<file path="config.mk">
export PLATFORM = sky130hd
export DESIGN_NAME = implicit_bst_accumulating_map
export DESIGN_NICKNAME = d
export VERILOG_FILES = /design/src/hdl/ibst_pkg.sv /design/src/hdl/implicit_bst_accumulating_map.sv /design/src/hdl/ibst_ram.sv /design/src/hdl/ibst_ctrl.sv
export SDC_FILE = /design/constraint.sdc
export NUM_CORES = 2
export LEC_CHECK = 0
export BUFFER_PORTS_ARGS = -buffer_cell sky130_fd_sc_hd__buf_4
export CAP_MARGIN = 20
export CELL_PAD_IN_SITES_DETAIL_PLACEMENT = 1
export CELL_PAD_IN_SITES_GLOBAL_PLACEMENT = 2
export CORE_MARGIN = 2
export CORE_UTILIZATION = 42
export DETAILED_ROUTE_END_ITERATION = 10
export PLACE_DENSITY = 0.74
export SETUP_SLACK_MARGIN = 0.15
export SLEW_MARGIN = 0
export SYNTH_ARGS = -nofsm -noshare
export SYNTH_HDL_FRONTEND = slang
export SYNTH_SLANG_ARGS = --single-unit
</file>
<file path="constraint.sdc">
create_clock -name clock -period 10 [get_ports clock]
set_clock_uncertainty 0.2 [all_clocks]
set_input_delay 2 -clock clock [delete_from_list [all_inputs] [get_ports clock]]
set_output_delay 2 -clock clock [all_outputs]
set_load 0.02 [all_outputs]
</file>
<file path="src/hdl/ibst_pkg.sv">
`default_nettype none
package ibst_pkg;

   localparam int SLOTS    = 63;
   localparam int VALUE_W  = 31;
   localparam int WEIGHT_W = 32;
   localparam int STATUS_W = 3;
   localparam int COUNT_W  = 6;
   localparam int OP_W     = 2;
   localparam int ENTRY_W  = VALUE_W + WEIGHT_W;
   localparam int ADDR_W   = $clog2(SLOTS);
   // A child index can reach 2*SLOTS before it is found to be out of the store.
   localparam int IDX_W    = $clog2(2 * SLOTS + 1);
   // Levels of the smallest perfect tree that covers every slot.
   localparam int LEVELS   = $clog2(SLOTS + 1);

   typedef enum logic [OP_W-1:0] {
      OP_INSERT  = 2'd0,
      OP_READOUT = 2'd1,
      OP_CLEAR   = 2'd2
   } op_type;

   typedef enum logic [STATUS_W-1:0] {
      ST_NEW  = 3'd0,
      ST_ACC  = 3'd1,
      ST_FULL = 3'd2,
      ST_ITEM = 3'd3,
      ST_DONE = 3'd4
   } status_type;

   typedef struct packed {
      logic               wr_en;
      logic [ADDR_W-1:0]  wr_addr;
      logic [ENTRY_W-1:0] wr_data;
      logic               rd_en;
      logic [ADDR_W-1:0]  rd_addr;
   } mem_req_type;

   typedef struct packed {
      logic                       strobe;
      logic [VALUE_W-1:0]         value;
      logic signed [WEIGHT_W-1:0] weight;
      status_type                 status;
      logic [COUNT_W-1:0]         count;
      logic                       last;
   } rsp_type;

   // Maps an in-order rank (1 .. 2^LEVELS-1) of the perfect tree to its heap slot.
   // The lowest set bit of the rank gives the node's height above the leaves.
   function automatic logic [IDX_W-1:0] rank_to_slot(input logic [LEVELS-1:0] rank);
      logic [IDX_W-1:0] slot;
      logic             found;
      slot  = '0;
      found = 1'b0;
      for (int t = 0; t < LEVELS; t++) begin
         if (!found && rank[t]) begin
            found = 1'b1;
            slot  = IDX_W'((1 << (LEVELS - 1 - t)) - 1) + IDX_W'(rank >> (t + 1));
         end
      end
      return slot;
   endfunction

endpackage
`default_nettype wire

</file>
<file path="src/hdl/implicit_bst_accumulating_map.sv">
// Accumulating map kept as a binary search tree at heap positions in a slot RAM.
// A word is taken at a rising edge where start is high and busy is low; every
// result is shown for exactly one cycle with rsp_strobe high, and the receiver
// cannot hold it off. An insert walks one tree level per cycle through the RAM's
// registered read port: it probes the root, then compares against each occupied
// node on its path and gives a single result. A read-out steps through all
// 2^LEVELS - 1 in-order positions, one a cycle, reads each occupied slot once
// and sends its words in ascending value order back to back or with gaps, the
// final one marked by rsp_last. Clear and the unused operation code answer
// straight from the idle state. Occupancy bits sit in flip-flops, so the block is
// ready right after reset and clear needs no pass over the RAM. busy drops in
// the cycle in which the last result of a word is shown, so a new word may be
// taken while that result is on the ports.
`default_nettype none
module implicit_bst_accumulating_map import ibst_pkg::*; (
   input  wire logic                       clock,
   input  wire logic                       reset,
   input  wire logic                       start,
   output logic                            busy,
   input  wire logic [OP_W-1:0]            req_operation,
   input  wire logic [VALUE_W-1:0]         req_search_value,
   input  wire logic signed [WEIGHT_W-1:0] req_add_weight,
   output logic                            rsp_strobe,
   output logic [VALUE_W-1:0]              rsp_out_value,
   output logic signed [WEIGHT_W-1:0]      rsp_out_weight,
   output logic [STATUS_W-1:0]             rsp_status,
   output logic [COUNT_W-1:0]              rsp_node_count,
   output logic                            rsp_last
);

   mem_req_type        mem_req;
   logic [ENTRY_W-1:0] mem_rdata;
   rsp_type            rsp_in;
   rsp_type            rsp_ff;

   ibst_ctrl u_ctrl (
      .clock            (clock),
      .reset            (reset),
      .start            (start),
      .busy             (busy),
      .req_operation    (req_operation),
      .req_search_value (req_search_value),
      .req_add_weight   (req_add_weight),
      .mem_req          (mem_req),
      .mem_rdata        (mem_rdata),
      .rsp_next         (rsp_in)
   );

   ibst_ram #(
      .WIDTH (ENTRY_W),
      .DEPTH (SLOTS)
   ) u_slot_ram (
      .clock   (clock),
      .wr_en   (mem_req.wr_en),
      .wr_addr (mem_req.wr_addr),
      .wr_data (mem_req.wr_data),
      .rd_en   (mem_req.rd_en),
      .rd_addr (mem_req.rd_addr),
      .rd_data (mem_rdata)
   );

   // Output register: only the strobe needs a reset value.
   always_ff @(posedge clock) begin
      if (reset) begin
         rsp_ff.strobe <= 1'b0;
      end else begin
         rsp_ff.strobe <= rsp_in.strobe;
      end
      rsp_ff.value  <= rsp_in.value;
      rsp_ff.weight <= rsp_in.weight;
      rsp_ff.status <= rsp_in.status;
      rsp_ff.count  <= rsp_in.count;
      rsp_ff.last   <= rsp_in.last;
   end

   assign rsp_strobe     = rsp_ff.strobe;
   assign rsp_out_value  = rsp_ff.value;
   assign rsp_out_weight = rsp_ff.weight;
   assign rsp_status     = rsp_ff.status;
   assign rsp_node_count = rsp_ff.count;
   assign rsp_last       = rsp_ff.last;

endmodule
`default_nettype wire

</file>
<file path="src/hdl/ibst_ram.sv">
`default_nettype none
module ibst_ram #(
   parameter int  WIDTH = 8,
   parameter int  DEPTH = 16,
   localparam int AW    = $clog2(DEPTH)
) (
   input  wire logic             clock,
   input  wire logic             wr_en,
   input  wire logic [AW-1:0]    wr_addr,
   input  wire logic [WIDTH-1:0] wr_data,
   input  wire logic             rd_en,
   input  wire logic [AW-1:0]    rd_addr,
   output logic      [WIDTH-1:0] rd_data
);

   logic [WIDTH-1:0] mem [DEPTH];

   always_ff @(posedge clock) begin
      if (wr_en) begin
         mem[wr_addr] <= wr_data;
      end
      if (rd_en) begin
         rd_data <= mem[rd_addr];
      end
   end

endmodule
`default_nettype wire

</file>
<file path="src/hdl/ibst_ctrl.sv">
`default_nettype none
module ibst_ctrl import ibst_pkg::*; (
   input  wire logic                       clock,
   input  wire logic                       reset,
   input  wire logic                       start,
   output logic                            busy,
   input  wire logic [OP_W-1:0]            req_operation,
   input  wire logic [VALUE_W-1:0]         req_search_value,
   input  wire logic signed [WEIGHT_W-1:0] req_add_weight,
   output mem_req_type                     mem_req,
   input  wire logic [ENTRY_W-1:0]         mem_rdata,
   output rsp_type                         rsp_next
);

   typedef enum logic [5:0] {
      S_IDLE  = 6'b000001,
      S_PROBE = 6'b000010,
      S_CMP   = 6'b000100,
      S_SCAN  = 6'b001000,
      S_DRAIN = 6'b010000,
      S_FIN   = 6'b100000
   } state_type;

   state_type                  state_ff, state_in;
   logic [SLOTS-1:0]           used_ff, used_in;
   logic [COUNT_W-1:0]         count_ff, count_in;
   logic                       rd_pend_ff, rd_pend_in;
   logic                       hold_valid_ff, hold_valid_in;
   logic [ENTRY_W-1:0]         hold_ff, hold_in;
   logic [IDX_W-1:0]           probe_ff, probe_in;
   logic [LEVELS-1:0]          rank_ff, rank_in;
   logic [VALUE_W-1:0]         val_ff, val_in;
   logic signed [WEIGHT_W-1:0] wt_ff, wt_in;

   logic [VALUE_W-1:0]         rd_value;
   logic signed [WEIGHT_W-1:0] rd_weight;
   logic signed [WEIGHT_W-1:0] acc_sum;
   logic                       go_right;
   logic                       match;
   logic [IDX_W-1:0]           next_idx;
   logic [IDX_W-1:0]           cand;
   logic                       cand_in_store;
   logic                       cand_used;
   logic [IDX_W-1:0]           scan_slot;
   logic                       scan_hit;

   assign busy = (state_ff != S_IDLE);

   assign rd_value  = mem_rdata[ENTRY_W-1 -: VALUE_W];
   assign rd_weight = $signed(mem_rdata[WEIGHT_W-1:0]);
   assign acc_sum   = rd_weight + wt_ff;
   assign go_right  = (rd_value < val_ff);
   assign match     = (rd_value == val_ff);
   assign next_idx  = (probe_ff << 1) + (go_right ? IDX_W'(2) : IDX_W'(1));

   // While comparing, the next slot on the path is probed in the same cycle.
   assign cand          = (state_ff == S_CMP) ? next_idx : probe_ff;
   assign cand_in_store = (cand < IDX_W'(SLOTS));
   assign cand_used     = cand_in_store && used_ff[cand[ADDR_W-1:0]];

   assign scan_slot = rank_to_slot(rank_ff);
   assign scan_hit  = (scan_slot < IDX_W'(SLOTS)) && used_ff[scan_slot[ADDR_W-1:0]];

   always_comb begin
      state_in      = state_ff;
      used_in       = used_ff;
      count_in      = count_ff;
      rd_pend_in    = 1'b0;
      hold_valid_in = hold_valid_ff;
      hold_in       = hold_ff;
      probe_in      = probe_ff;
      rank_in       = rank_ff;
      val_in        = val_ff;
      wt_in         = wt_ff;
      mem_req       = '0;
      rsp_next      = '0;

      // A node read during the read-out lands here in the cycle after it was issued. The word
      // held before it is sent now, since another node is known to follow it.
      if ((state_ff == S_SCAN || state_ff == S_DRAIN) && rd_pend_ff) begin
         if (hold_valid_ff) begin
            rsp_next.strobe = 1'b1;
            rsp_next.value  = hold_ff[ENTRY_W-1 -: VALUE_W];
            rsp_next.weight = $signed(hold_ff[WEIGHT_W-1:0]);
            rsp_next.status = ST_ITEM;
            rsp_next.count  = count_ff;
         end
         hold_in       = mem_rdata;
         hold_valid_in = 1'b1;
      end

      case (state_ff)
         S_IDLE: begin
            if (start) begin
               case (req_operation)
                  OP_INSERT: begin
                     val_in   = req_search_value;
                     wt_in    = req_add_weight;
                     probe_in = '0;
                     state_in = S_PROBE;
                  end
                  OP_READOUT: begin
                     rank_in       = LEVELS'(1);
                     hold_valid_in = 1'b0;
                     state_in      = S_SCAN;
                  end
                  OP_CLEAR: begin
                     used_in         = '0;
                     count_in        = '0;
                     rsp_next.strobe = 1'b1;
                     rsp_next.status = ST_DONE;
                     rsp_next.last   = 1'b1;
                  end
                  default: begin
                     rsp_next.strobe = 1'b1;
                     rsp_next.status = ST_DONE;
                     rsp_next.count  = count_ff;
                     rsp_next.last   = 1'b1;
                  end
               endcase
            end
         end
         S_PROBE, S_CMP: begin
            rsp_next.last  = 1'b1;
            rsp_next.count = count_ff;
            if (state_ff == S_CMP && match) begin
               mem_req.wr_en   = 1'b1;
               mem_req.wr_addr = probe_ff[ADDR_W-1:0];
               mem_req.wr_data = {rd_value, acc_sum};
               rsp_next.strobe = 1'b1;
               rsp_next.weight = acc_sum;
               rsp_next.status = ST_ACC;
               state_in        = S_IDLE;
            end else if (!cand_in_store) begin
               rsp_next.strobe = 1'b1;
               rsp_next.status = ST_FULL;
               state_in        = S_IDLE;
            end else if (!cand_used) begin
               mem_req.wr_en              = 1'b1;
               mem_req.wr_addr            = cand[ADDR_W-1:0];
               mem_req.wr_data            = {val_ff, wt_ff};
               used_in[cand[ADDR_W-1:0]]  = 1'b1;
               count_in                   = count_ff + COUNT_W'(1);
               rsp_next.strobe            = 1'b1;
               rsp_next.weight            = wt_ff;
               rsp_next.status            = ST_NEW;
               rsp_next.count             = count_ff + COUNT_W'(1);
               state_in                   = S_IDLE;
            end else begin
               mem_req.rd_en   = 1'b1;
               mem_req.rd_addr = cand[ADDR_W-1:0];
               probe_in        = cand;
               state_in        = S_CMP;
            end
         end
         S_SCAN: begin
            mem_req.rd_en   = scan_hit;
            mem_req.rd_addr = scan_slot[ADDR_W-1:0];
            rd_pend_in      = scan_hit;
            if (rank_ff == LEVELS'((1 << LEVELS) - 1)) begin
               state_in = S_DRAIN;
            end else begin
               rank_in = rank_ff + LEVELS'(1);
            end
         end
         S_DRAIN: begin
            state_in = S_FIN;
         end
         S_FIN: begin
            rsp_next.strobe = 1'b1;
            rsp_next.count  = count_ff;
            rsp_next.last   = 1'b1;
            if (hold_valid_ff) begin
               rsp_next.value  = hold_ff[ENTRY_W-1 -: VALUE_W];
               rsp_next.weight = $signed(hold_ff[WEIGHT_W-1:0]);
               rsp_next.status = ST_ITEM;
            end else begin
               rsp_next.status = ST_DONE;
            end
            state_in = S_IDLE;
         end
         default: begin
            state_in = S_IDLE;
         end
      endcase
   end

   always_ff @(posedge clock) begin
      if (reset) begin
         state_ff      <= S_IDLE;
         used_ff       <= '0;
         count_ff      <= '0;
         rd_pend_ff    <= 1'b0;
         hold_valid_ff <= 1'b0;
      end else begin
         state_ff      <= state_in;
         used_ff       <= used_in;
         count_ff      <= count_in;
         rd_pend_ff    <= rd_pend_in;
         hold_valid_ff <= hold_valid_in;
      end
   end

   always_ff @(posedge clock) begin
      hold_ff  <= hold_in;
      probe_ff <= probe_in;
      rank_ff  <= rank_in;
      val_ff   <= val_in;
      wt_ff    <= wt_in;
   end

endmodule
`default_nettype wire

</file>
==> reports/qor.yml <==
logic_synthesis:
  synth_fp_nets: 11524
  ys.flop_type: "edfxtp_1"
  yosysWarningCount: 0
  seq_area_frac_synth_pct: 75.6
  synth_area_um2: 170000
  avgSynthCellArea_um2: 14.9
  synth.distinct_cells: 84
  synth_edf_count: 4171
  async_reset_ff_share_pct: 0
  yosysTopAreaCell: "edfxtp_1"
  synthTopCellsByArea: "edfxtp_1, nand2_1, mux2i_1"
  synth_commonest_cells: "edfxtp_1, nand2_1, nand3_1"
  ys_seq_elements: 4322
  synth_top_area_share_pct: 73.8
  synth.most_common_cell: "edfxtp_1"
  netlist_instances: 11377
power:
  vdd_ir_drop_max_uv: 228
  p_total_w: 0.0371
  power_density_nw_per_um2: 187
  p_leak_nw: 63.6
placed_design:
  portBuffers: 142
  hpwl_um: 369000
  dp_worst_setup_slack_ns: 0.284
  gp_congestion: 0.856
finish:
  drive_gt1_share_pct: 14.2
  multi_input_area_um2: 39100
  fin_nets: 12076
  fillers: 38673
  syn_to_final_growth_pct: 16.6
  seqCellArea_um2: 128000
global_routing:
  grt_first_pass_wirelength_um: 905000
  antenna_found_initial: 39
  grt_pass1_vias: 111453
  grt_overflow: 0
  grtUsageTotal_pct: 31.7
  grt_max_degree: 106
routing:
  drt-total-wl_um: 663000
  ant_nets: 0
  via_per_inst: 6.38
  wl_per_cell_um: 37.6
  vias: 112390
  drtIter0Drc: 16245
  drc: 0
  drt_pass1_iterations: 6
timing:
  slew_violations: 0
  setup_slack_ns: 0.233
  post-route-period-util_pct: 97.7
  final-setup-viol-count: 0
  slew-limit-headroom_pct: 16.8
  rsz0062_at_grt: "yes"
  tns_ns: 0
  fin_crit_ns: 9.77
  fmax_mhz: 102
  hold_viol: 0
  tightest_slew_ns: 1.25
clock_network:
  clk_path_buf_depth: 4
  cts_num_sinks: 4322
  cts_tree: "yes"
  clk_latency_ns: 1.05
  holdBufCountCts: 0
  root_buffer: "clkbuf_16"
  clk_pin_slew_worst_paths_ns: 0.06
  htree_levels: 5
  numCtsBuffers: 446
min_path:
  hold_path_class: "reg2reg"
setup_path:
  critPathSlowestCell: "or4_1"
  worstSetupPathType: "reg2reg"
  cpMostUsedCell: "buf_4"
  cp.arrival_ns: 10.24
  end_kind: "register"
  start_kind: "register"
  required_ns: 10.47
  path_buf_inv: 6
  critPathMaxFanout: 12
  cpPeakStageDelay_ns: 0.79
  cp_top_family: "compound AO/OA/AOI/OAI gates"
outcome:
  status: "completed"
floorplanning:
  io_pins: 143
  die_w_um: 640
  core-area_um2: 402000
  rows: 233
  die_area_um2: 409000
  fp.dieH_um: 640
  initial_utilization_pct: 42.2
run:
  max_cap_violations: 0
[sequential cells by signal, summed over array words and instances, names as in the netlist, 31 cells and up]
| register | count |
|---|---|
| rsp_out_weight | 32 |
| u_slot_ram.mem | 3969 |
| u_ctrl.val_ff | 31 |
| u_ctrl.used_ff | 63 |
| u_ctrl.hold_ff | 63 |
| u_slot_ram.rd_data | 63 |
| u_ctrl.wt_ff | 32 |
| rsp_out_value | 31 |
[per-layer routing]
| metal | routed length, um | global-route usage, % | up-vias |
|---|---|---|---|
| met5 | 333 | 0 | - |
| li1 | - | - | 44677 |
| met3 | 70100 | 6.42 | 1507 |
| met1 | 255000 | 42.7 | 59161 |
| met4 | 36400 | 15.2 | 16 |
| met2 | 302000 | 49.4 | 7029 |
[through the flow]
stage	utilization (%)	hold slack, ns	cells	area (um2)
finish	49.2	0.207	17622	198000
global route	49.1	0.225	17600	198000
CTS	49.1	0.213	17581	197000
detailed placement	45.5	0.229	16752	183000
global placement	45.5	0.226	16750	183000
floorplan	-	0.218	11377	170000
[what timing repair did]
item | in CTS | in global routing
buffers inserted | 0 | 15
endpoints found under the setup margin | 0 | 654
gates resized for setup | 0 | 4
hold endpoints to repair | 0 | 0
[final cells by class]
| type | count | area share, % |
|---|---|---|
| Sequential cell | 4322 | 64.9 |
| Inverter | 64 | 0.121 |
| Antenna cell | 25 | 0.0316 |
| Clock buffer | 570 | 6.01 |
| Clock inverter | 259 | 1.22 |
| Multi-Input combinational cell | 6303 | 19.8 |
| Tap cell | 5287 | 3.34 |
| Timing Repair Buffer | 792 | 4.62 |
[path summary, 6_finish.rpt]
path | cells past startpoint | start | slack, ns | endpoint
setup reg to reg | 28 | u_ctrl.val_ff[4] | 0.23 | u_slot_ram.rd_data[35]
hold / removal | 1 | u_ctrl.hold_ff[9] | 0.21 | rsp_out_weight[9]
hold reg to reg | 1 | u_ctrl.hold_ff[9] | 0.21 | rsp_out_weight[9]
setup / recovery | 28 | u_ctrl.val_ff[4] | 0.23 | u_slot_ram.rd_data[35]
[cells in the final DEF (no fill, tap or decap), types with 45 or more instances in the layout]
master / count
a31oi_1: 174
nand3_1: 850
clkbuf_16: 454
nand2_1: 2285
ha_1: 78
clkinv_1: 109
inv_1: 64
o21ai_0: 232
mux4_2: 143
dfxtp_1: 151
buf_12: 255
a21oi_1: 198
nand4_1: 235
a32oi_1: 236
a221oi_1: 88
edfxtp_1: 4171
nor2_1: 354
a21o_1: 45
a22oi_1: 55
clkbuf_1: 108
mux2i_1: 604
o2111ai_1: 53
buf_4: 535
clkinv_2: 82
nor2_4: 88
[where the power goes]
group	internal [W]	switching [W]
clock	0.00925	0.00730
sequential	0.0196	0.0000384
combinational	0.000252	0.000576
total	0.0291	0.00792
[logic make-up (layout without fill, tap and decap cells)]
logic type / Yosys count / in the layout / share of synthesized area, %
mux: 756 / 756 / 5.52
buf+inv: 753 / 1685 / 2.13
flops: 4322 / 4322 / 75.6
other cells: 0 / 25 / 0
fa+ha+maj: 79 / 79 / 0.587
compound gates: 1383 / 1384 / 5.68
simple gates: 4043 / 4043 / 10.3
xor+xnor: 41 / 41 / 0.212
Power figures use the tool's default switching activity.
